<file path="src/rtl/core/gmsa_pkg.sv">
`timescale 1ns / 1ps
`default_nettype none
package gmsa_pkg;
  localparam int MAX_ROWS    = 16;
  localparam int MAX_COLUMNS = 64;
  localparam int ROW_W   = $clog2(MAX_ROWS);
  localparam int COL_W   = $clog2(MAX_COLUMNS);
  localparam int ADDR_W  = ROW_W + COL_W;
  localparam int DEPTH   = MAX_ROWS * MAX_COLUMNS;
  localparam int SCORE_W = 32;
  localparam int LABEL_W = 5;
  localparam int RCNT_W  = ROW_W + 1;
  localparam int CCNT_W  = COL_W + 1;

  localparam logic [0:0] REG_ROW_COUNT    = 1'b0;
  localparam logic [0:0] REG_COLUMN_COUNT = 1'b1;

  typedef enum logic [2:0] {
    ST_LOAD, ST_CLEAR, ST_SCAN, ST_DRAIN, ST_COMMIT, ST_EMIT
  } state_t;

  typedef struct packed {
    logic              wr_en;
    logic [ADDR_W-1:0] wr_addr;
    logic [SCORE_W-1:0] wr_data;
    logic              rd_en;
    logic [ADDR_W-1:0] rd_addr;
  } mem_req_t;
endpackage
`default_nettype wire

</file>
<file path="src/rtl/core/gmsa_ctrl.sv">
`timescale 1ns / 1ps
`default_nettype none
module gmsa_ctrl import gmsa_pkg::*; (
  input  wire logic                 clk,
  input  wire logic                 rst_n,
  input  wire logic [4:0]           row_count,
  input  wire logic [6:0]           column_count,
  input  wire logic                 in_valid,
  output logic                      in_ready,
  input  wire logic [SCORE_W-1:0]   in_score,
  input  wire logic                 in_last_score,
  output logic                      out_valid,
  input  wire logic                 out_ready,
  output logic [5:0]                out_column_index,
  output logic [4:0]                out_assigned_label,
  output logic                      out_last_label,
  output mem_req_t                  mem_req,
  input  wire logic [SCORE_W-1:0]   mem_rd_data
);
  state_t state_r, state_nxt;
  logic [RCNT_W-1:0] rows;
  logic [CCNT_W-1:0] cols;
  logic [ADDR_W:0]   size, load_pos_r, load_pos_nxt;
  logic [MAX_ROWS-1:0]    row_taken_r, row_taken_nxt;
  logic [MAX_COLUMNS-1:0] col_taken_r, col_taken_nxt;
  logic [LABEL_W-1:0] label_r [MAX_COLUMNS];
  logic [LABEL_W-1:0] lab_q_r;
  logic              lab_ok_r, lab_ok_nxt;
  logic [RCNT_W-1:0] r_r, r_nxt;
  logic [CCNT_W-1:0] c_r, c_nxt;
  logic [ADDR_W:0]   addr_r, addr_nxt;
  logic [RCNT_W-1:0] rounds_r, rounds_nxt;
  logic              pend_r, pend_nxt;
  logic [ROW_W-1:0]  pr_r, pr_nxt;
  logic [COL_W-1:0]  pc_r, pc_nxt;
  logic              found_r, found_nxt;
  logic [SCORE_W-1:0] best_r, best_nxt;
  logic [ROW_W-1:0]  br_r, br_nxt;
  logic [COL_W-1:0]  bc_r, bc_nxt;
  logic              lab_we;
  logic [SCORE_W-1:0] ord;
  logic              skip;
  logic              out_valid_r, out_valid_nxt;
  logic [COL_W-1:0]  oc_r, oc_nxt;
  logic [LABEL_W-1:0] ol_r, ol_nxt;
  logic              olast_r, olast_nxt;

  always_comb begin
    rows = (row_count == '0) ? RCNT_W'(1) :
           (row_count > 5'(MAX_ROWS)) ? RCNT_W'(MAX_ROWS) : row_count[RCNT_W-1:0];
    cols = (column_count == '0) ? CCNT_W'(1) :
           (column_count > 7'(MAX_COLUMNS)) ? CCNT_W'(MAX_COLUMNS)
                                             : column_count[CCNT_W-1:0];
    size = (ADDR_W+1)'(rows) * (ADDR_W+1)'(cols);
  end

  always_ff @(posedge clk) begin
    if (!rst_n) begin
      state_r <= ST_LOAD; load_pos_r <= '0; row_taken_r <= '0; col_taken_r <= '0;
      pend_r <= 1'b0; out_valid_r <= 1'b0; lab_ok_r <= 1'b0;
    end else begin
      state_r <= state_nxt; load_pos_r <= load_pos_nxt;
      row_taken_r <= row_taken_nxt; col_taken_r <= col_taken_nxt;
      pend_r <= pend_nxt; out_valid_r <= out_valid_nxt; lab_ok_r <= lab_ok_nxt;
    end
    r_r <= r_nxt; c_r <= c_nxt; addr_r <= addr_nxt; rounds_r <= rounds_nxt;
    pr_r <= pr_nxt; pc_r <= pc_nxt; found_r <= found_nxt; best_r <= best_nxt;
    br_r <= br_nxt; bc_r <= bc_nxt; oc_r <= oc_nxt; ol_r <= ol_nxt;
    olast_r <= olast_nxt;
  end

  // label store with a registered read at the emit column;
  // clearing is unnecessary: column_taken gates reads
  always_ff @(posedge clk) begin
    if (lab_we) label_r[bc_r] <= LABEL_W'({1'b0, br_r} + 1);
    lab_q_r <= label_r[c_r[COL_W-1:0]];
  end

  assign ord  = mem_rd_data ^ {1'b1, {(SCORE_W-1){1'b0}}};
  assign skip = row_taken_r[r_r[ROW_W-1:0]];

  always_comb begin
    state_nxt = state_r; load_pos_nxt = load_pos_r;
    row_taken_nxt = row_taken_r; col_taken_nxt = col_taken_r;
    r_nxt = r_r; c_nxt = c_r; addr_nxt = addr_r; rounds_nxt = rounds_r;
    pend_nxt = 1'b0; pr_nxt = pr_r; pc_nxt = pc_r;
    found_nxt = found_r; best_nxt = best_r; br_nxt = br_r; bc_nxt = bc_r;
    lab_we = 1'b0; out_valid_nxt = out_valid_r; lab_ok_nxt = 1'b0;
    oc_nxt = oc_r; ol_nxt = ol_r; olast_nxt = olast_r;
    in_ready = 1'b0;
    mem_req = '0;
    if (out_valid_r && out_ready) out_valid_nxt = 1'b0;

    // candidate from previous read
    if (pend_r && (!found_r || ord > best_r)) begin
      found_nxt = 1'b1; best_nxt = ord; br_nxt = pr_r; bc_nxt = pc_r;
    end

    case (state_r)
      ST_LOAD: begin
        in_ready = 1'b1;
        if (in_valid) begin
          if (load_pos_r < size) begin
            mem_req.wr_en = 1'b1; mem_req.wr_addr = load_pos_r[ADDR_W-1:0];
            mem_req.wr_data = in_score;
            load_pos_nxt = load_pos_r + 1'b1;
          end
          if (in_last_score) begin
            load_pos_nxt = '0; row_taken_nxt = '0; col_taken_nxt = '0;
            rounds_nxt = (RCNT_W'(cols) < rows && cols < CCNT_W'(MAX_ROWS))
                         ? RCNT_W'(cols) : rows;
            state_nxt = ST_CLEAR;
          end
        end
      end
      ST_CLEAR: begin
        r_nxt = '0; c_nxt = '0; addr_nxt = '0; found_nxt = 1'b0;
        state_nxt = (rounds_r == '0) ? ST_EMIT : ST_SCAN;
        c_nxt = '0;
      end
      ST_SCAN: begin
        // walk columns outer, rows inner; address r*cols+c
        if (!col_taken_r[c_r[COL_W-1:0]] && !skip) begin
          mem_req.rd_en = 1'b1; mem_req.rd_addr = addr_r[ADDR_W-1:0];
          pend_nxt = 1'b1; pr_nxt = r_r[ROW_W-1:0]; pc_nxt = c_r[COL_W-1:0];
        end
        if (r_r + 1'b1 == rows) begin
          r_nxt = '0;
          addr_nxt = (ADDR_W+1)'(c_r + 1'b1);
          if (c_r + 1'b1 == cols) state_nxt = ST_DRAIN;
          c_nxt = c_r + 1'b1;
        end else begin
          r_nxt = r_r + 1'b1;
          addr_nxt = addr_r + (ADDR_W+1)'(cols);
        end
      end
      ST_DRAIN: state_nxt = ST_COMMIT;
      ST_COMMIT: begin
        lab_we = 1'b1;
        row_taken_nxt[br_r] = 1'b1; col_taken_nxt[bc_r] = 1'b1;
        rounds_nxt = rounds_r - 1'b1;
        r_nxt = '0; c_nxt = '0; addr_nxt = '0; found_nxt = 1'b0;
        state_nxt = (rounds_r == RCNT_W'(1)) ? ST_EMIT : ST_SCAN;
      end
      ST_EMIT: begin
        // lab_q_r holds the label of c_r once lab_ok_r shows that c_r has held still over the registered read
        if (lab_ok_r && (!out_valid_r || out_ready)) begin
          out_valid_nxt = 1'b1;
          oc_nxt = c_r[COL_W-1:0];
          ol_nxt = col_taken_r[c_r[COL_W-1:0]] ? lab_q_r : '0;
          olast_nxt = (c_r + 1'b1 == cols);
          c_nxt = c_r + 1'b1;
          if (c_r + 1'b1 == cols) state_nxt = ST_LOAD;
        end else begin
          lab_ok_nxt = 1'b1;
        end
      end
      default: state_nxt = ST_LOAD;
    endcase
  end

  assign out_valid          = out_valid_r;
  assign out_column_index   = 6'(oc_r);
  assign out_assigned_label = ol_r;
  assign out_last_label     = olast_r;
endmodule
`default_nettype wire

</file>
<file path="config.mk">
export PLATFORM = sky130hd
export DESIGN_NAME = gmsa_ctrl
export DESIGN_NICKNAME = d
export VERILOG_FILES = /design/src/rtl/core/gmsa_pkg.sv /design/src/rtl/core/gmsa_ctrl.sv
export SDC_FILE = /design/constraint.sdc
export NUM_CORES = 1
export LEC_CHECK = 0
export BUFFER_PORTS_ARGS = -buffer_cell sky130_fd_sc_hd__buf_2
export CORE_MARGIN = 2
export CORE_UTILIZATION = 54
export CTS_CLUSTER_SIZE = 8
export DETAILED_ROUTE_END_ITERATION = 6
export MAX_ROUTING_LAYER = met4
export PLACE_DENSITY = 0.81
export SLEW_MARGIN = 30
export SYNTH_ARGS = -nofsm -noshare
export SYNTH_HDL_FRONTEND = slang
export SYNTH_SLANG_ARGS = --single-unit
</file>
<file path="constraint.sdc">
create_clock -name clk -period 26.3 [get_ports clk]
set_clock_uncertainty 0.1 [all_clocks]
set_input_delay 5.26 -clock clk [delete_from_list [all_inputs] [get_ports clk]]
set_output_delay 5.26 -clock clk [all_outputs]
set_load 0.005 [all_outputs]
</file>
# Yosys cells after proc, flatten, opt, wreduce, memory -nomap -nowiden
# Memories as Yosys holds them, arrays and structs flattened. A register that Yosys moved wholly into a read port is not among the register bits.
# Index checks and enable logic that the tools add are counted.
[totals]
regBits = 190
ramBits = 320
in_bits = 81
elab_cells = 142
memories = 1
[op_classes]
n_addsub = 7
n_mul = 1
magnitude_cmp = 12
eq_ne = 14
mux = 54
bitwise = 3
reduce_logical = 30
[mem_list]
columns = ["name", "depth", "width", "rd", "rd_clocked_by_memory_dff", "wr", "line", "rtl"]
rows = [
  ["label_r", 64, 5, 1, 1, 1, "gmsa_ctrl.sv:26", "logic [LABEL_W-1:0] label_r [MAX_COLUMNS];"],
]
[op_table]
columns = ["operator", "n"]
rows = [
  ["two-way mux 43 bit", 3],
  ["two-way mux 64 bit", 2],
  ["one-hot mux 64 bit (2 select lines)", 1],
  ["OR 64 bit", 1],
  ["two-way mux 11 bit", 5],
  ["greater-than comparator 32 bit", 1],
  ["two-way mux 16 bit", 2],
  ["one-hot mux 16 bit (2 select lines)", 1],
  ["two-way mux 5 bit", 6],
  ["two-way mux 7 bit", 4],
  ["two-way mux 3 bit", 8],
  ["one-hot mux 11 bit (2 select lines)", 1],
  ["one-hot mux 7 bit (3 select lines)", 1],
  ["one-hot mux 5 bit (2 select lines)", 2],
  ["one-hot mux 3 bit (6 select lines)", 1],
  ["OR 16 bit", 1],
  ["less-than comparator 6 x 7 -> 1 bit, second input constant", 2],
  ["two-way mux 1 bit", 13],
  ["inequality test 2 bit, second input constant", 6],
  ["adder 11 x 1 -> 11 bit, second input constant", 1],
  ["adder 11 x 7 -> 11 bit", 1],
  ["less-than comparator 11 bit", 1],
  ["multiplier 5 x 7 -> 11 bit", 1],
  ["logical NOT 5 bit", 2],
  ["34 further kinds", 54],
]

# Longest topological paths before layout
[depth]
ltp_word = 9
depth_mapped = 29

# Least setup slack after synthesis
# OpenSTA, ideal clock, no wires.
[synth_path]
path_kind = "input -> output"
start = "input column_count[1]"
end = "output mem_req[14] (netlist name)"
t_arrival_ns = 10.667
required_time_ns = 20.940
setup_slack_ns = 10.273
path_stages = 25
path_cell_list = "or4_1 o21bai_1 nand2_1 inv_1 nand2_1 fa_1 fa_1 fa_1 inv_1 ha_1 a21oi_1 nor2_1 o21a_1 o21ai_0 nand2b_1 a21oi_1 xor2_1 ha_1 nor2b_1 o21ai_0 and4b_1 o311a_1 clkbuf_1 clkbuf_1 and2_1"
[synth_rtl]
columns = ["item", "line", "rtl"]
rows = [
  ["from (decl)", "gmsa_ctrl.sv:7", "input wire logic [6:0] column_count,"],
  ["to (decl)", "gmsa_ctrl.sv:17", "output mem_req_t mem_req,"],
]

==> results.md <==
- Outcome: finished clean
- Total GRT Usage: 25.8%
- Seq/Total Area, Yosys: 62.6%
- R2R setup slack: about 22 ns
- Min Clock Period, post-route: 16.68 ns
- Clk buf depth: 3
- Synth cell types: 59
- Clk network pwr share: 33.8%
- Avg Synthesized Cell Area: roughly 14 um2
- Wire per inst: about 23 um
- Worst Tran Pin Value: 0.915 ns
- Hold slack final: 0.311 ns
- Core ar.: between 40000 and 50000 um2
- Clock Pin Slew Worst Setup and Hold Paths: 0.05 ns
- Routed vias/inst: about 6
- Ys async rst share: 0%
- Iter 0 DRT Violations: 1569
- GP Congestion: 0.906
- Root buf cell: clkbuf_16
- Startpoint Class: input pin
- Routed Antenna Nets: 0
- Net Sw Frac: 30.7%
- Switching pwr: roughly 0.8 mW
- Layout cells sized above 1: a little over a fifth
- Reg2Reg Depth: 6
- RSZ-0062 raised after global routing: no
- Syn. warnings: 0
- Total CTS buffers: 74
- Detailed Place HPWL: 33600 um
- DRC: 0
- Largest net degree at the start of global routing: approximately 100
- Comb power frac: 26.9%
- Met2 wire length: 27500 um
- Cell count after synthesis: 1603
- Mapped Nets: 1783
- Clock sink total: 514
- HP Start: pc_r[5]$_DFFE_PP_
- Type of the worst setup path: in -> out
- Post-synth EDFFs: 411
- Initial core utilization: between 50% and 60%
- Critical Path AT: 11.32 ns
- Hold path endpoint: bc_r[5]$_DFFE_PP_
- Placement Rows: 75
- H-tree depth: 3
- Worst rel slew slack: roughly two fifths
- Setup TNS: 0 ns
- Final nets: 1946
- Mapped Area: 23000 um2
- Worst r2r src: c_r[0]$_SDFFCE_PP0P_
- CTS resizes: 0
- Worst r2r dst: pc_r[1]$_DFFE_PP_
- CTS tree: built
- Setup Viol. Count Final: 0
- Antenna violations before repair: 0
- CP endpoint kind: output port
- Worst EP required: 20.94 ns
- Leakage: between 9 and 10 nW
- Worst-case vdd ir drop: 0.0000869 V
- MaxCap Viol Count: 0
- Final hold vios: 0
- Final-report max-slew violation count: 0
- Full die area: 44200 um2
- Die X: between 200 and 250 um
- Reg power frac: 39.3%
- First-pass GRT wire length: 84200 um
- Final wirelength: 54800 um
- Top Metal Used: met4
- P&R area growth vs syn: 15.3%
- Die Height: 210 um
- Clock Latency Late Sink: about 0.6 ns
- Most used DFF post-synth: edfxtp_1
- Pwr dens: 99.7 nW/um2
- Vias: 14300
- Router iterations before antenna repair: 5
- Hold Crit Class: reg -> reg
- GRT overflow: 0
- Ports: 149
- M1 WL: 21700 um
- Hold Path Stages: 0
- Internal power component: 1.83 mW
- Port Buffers: 148
- Vias in the first global route: 14600
- Post-CTS setup buffers: 0
- Tcrit/Tclk final: 63.4%
- Maximum fanout along the worst path: 50
- Max Clock Freq: ~60 MHz
- WL met3: around 4100 um
- Post-synthesis register bit count: 514
- # diodes: 0
- Cts hold-fix bufs: 0
[flip-flops by register name (all words and copies together), names as in the netlist, 3 cells and up]
register and cells:
addr_r 10, bc_r 6, best_r 32, br_r 4
c_r 7, col_taken_r 64, lab_q_r 5, label_r 320
load_pos_r 11, out_assigned_label 5, out_column_index 6, pc_r 6
pr_r 4, r_r 5, rounds_r 5, row_taken_r 16
state_r 3
[per-stage QoR]
step | util (%) | worst slack (ns) | instance area, um2 | std cells | power (mW)
3_5_place_dp | 57.9 | 9.31 | 24300 | 2229 | 1.75
4_1_cts | 63.2 | 9.30 | 26500 | 2356 | 2.65
5_1_grt | 63.2 | 9.16 | 26500 | 2356 | 2.74
6_report | 63.2 | 9.62 | 26500 | 2356 | 2.64
3_3_place_gp | 57.8 | 9.61 | 24300 | 2229 | 1.73
2_1_floorplan | - | 10.27 | 23000 | 1603 | 1.54
[synth_stat cells, types with 9 or more instances]
| cell | count | area, um2 |
|---|---|---|
| a31oi_1 | 20 | 125 |
| and2_1 | 62 | 388 |
| ha_1 | 85 | 1060 |
| and3_1 | 11 | 68.8 |
| xnor2_1 | 23 | 201 |
| nand2_1 | 62 | 233 |
| edfxtp_1 | 411 | 12300 |
| o21ai_1 | 12 | 60.1 |
| o21ai_0 | 19 | 95.1 |
| xor2_1 | 14 | 123 |
| a21o_1 | 11 | 82.6 |
| fa_1 | 14 | 280 |
| clkbuf_1 | 50 | 188 |
| buf_1 | 9 | 33.8 |
| mux4_2 | 131 | 2950 |
| nand4_1 | 11 | 68.8 |
| nor2b_1 | 13 | 81.3 |
| nor3_1 | 14 | 70.1 |
| nand3_1 | 18 | 90.1 |
| a21oi_1 | 108 | 541 |
| inv_1 | 79 | 297 |
| buf_2 | 11 | 55.1 |
| dfxtp_1 | 103 | 2060 |
| nand3b_1 | 9 | 67.6 |
| nor2_1 | 224 | 841 |
[how the worst max path moves through the flow]
stage / startpoint / to / slack, ns / cells after the start
final: column_count[1] / mem_req[21] / 9.62 / 25
after global routing: column_count[1] / mem_req[42] / 9.16 / 25
after CTS: column_count[1] / mem_req[21] / 9.30 / 25
after detailed placement: column_count[1] / mem_req[46] / 9.31 / 25
after global placement: column_count[2] / mem_req[43] / 9.61 / 25
after floorplan: column_count[1] / mem_req[14] / 10.27 / 25
[worst max-delay path: stages]
cell and delay (ns):
buf_2 0.11, or4_1 0.54, o21bai_1 0.20, nand2_1 0.21
inv_1 0.13, nand2_1 0.09, fa_1 0.54, fa_1 0.52
fa_1 0.54, inv_1 0.04, ha_1 0.33, a21oi_1 0.25
nor2_1 0.07, o21a_1 0.18, o21ai_0 0.20, nand2b_1 0.08
a21oi_1 0.17, xor2_1 0.17, ha_1 0.25, nor2b_1 0.13
o21ai_0 0.14, and4b_1 0.21, o311a_2 0.61, and2_1 0.22
buf_2 0.11
[kinds of logic after synthesis]
kind of cell	after synthesis	synth area share [%]
DFF	514	62.6
and+or+nand+nor	463	9.54
AOI/OAI and AO/OA	196	4.84
buffers and inverters	159	2.71
muxes	134	13.0
adders and majority gates	100	5.89
xor gates and xnor gates	37	1.41
[layout by cell type (no fill, tap or decap), types with 4 or more instances in the layout]
cell type | netlist | routed
a21o_1 | 11 | 11
a21oi_1 | 108 | 108
a31oi_1 | 20 | 20
and2_1 | 62 | 62
and3_1 | 11 | 10
buf_2 | 11 | 148
buf_4 | 2 | 14
clkbuf_1 | 50 | 45
clkbuf_16 | 0 | 74
clkinv_16 | 0 | 4
dfxtp_1 | 103 | 103
edfxtp_1 | 411 | 411
fa_1 | 14 | 14
ha_1 | 85 | 84
inv_1 | 79 | 78
mux4_2 | 131 | 131
nand2_1 | 62 | 61
nand2b_1 | 6 | 6
nand3_1 | 18 | 18
nand3b_1 | 9 | 9
nand4_1 | 11 | 11
nor2_1 | 224 | 224
nor2b_1 | 13 | 13
nor3_1 | 14 | 12
nor3b_1 | 6 | 4
o21ai_0 | 19 | 19
o21ai_1 | 12 | 12
or3_1 | 6 | 6
xnor2_1 | 23 | 22
xor2_1 | 14 | 13
[routing by layer]
| metal | vias up | GRT usage, % |
|---|---|---|
| li1 | 6308 | - |
| met1 | 7226 | 33.4 |
| met2 | 677 | 41.4 |
| met3 | 116 | 4.80 |
| met4 | 0 | 8.95 |
| met5 | - | - |
[power by group through the flow]
| stage | clock network, mW | logic (mW) | registers [mW] |
|---|---|---|---|
| after floorplan | 0 | 0.523 | 1.02 |
| after global placement | 0 | 0.677 | 1.05 |
| after detailed placement | 0 | 0.701 | 1.05 |
| after CTS | 0.901 | 0.713 | 1.04 |
| after global routing | 0.934 | 0.763 | 1.04 |
| final | 0.893 | 0.712 | 1.04 |
[area by class of cell]
class,instances,area [um2]
tap,539,674
clock buffer,119,2020
fill,2856,15400
inverter,83,312
sequential,514,14400
multi-input combinational,930,8040
clock inverter,8,191
timing repair buffer,163,866
Note: power is estimated with default switching activity, not from simulation.
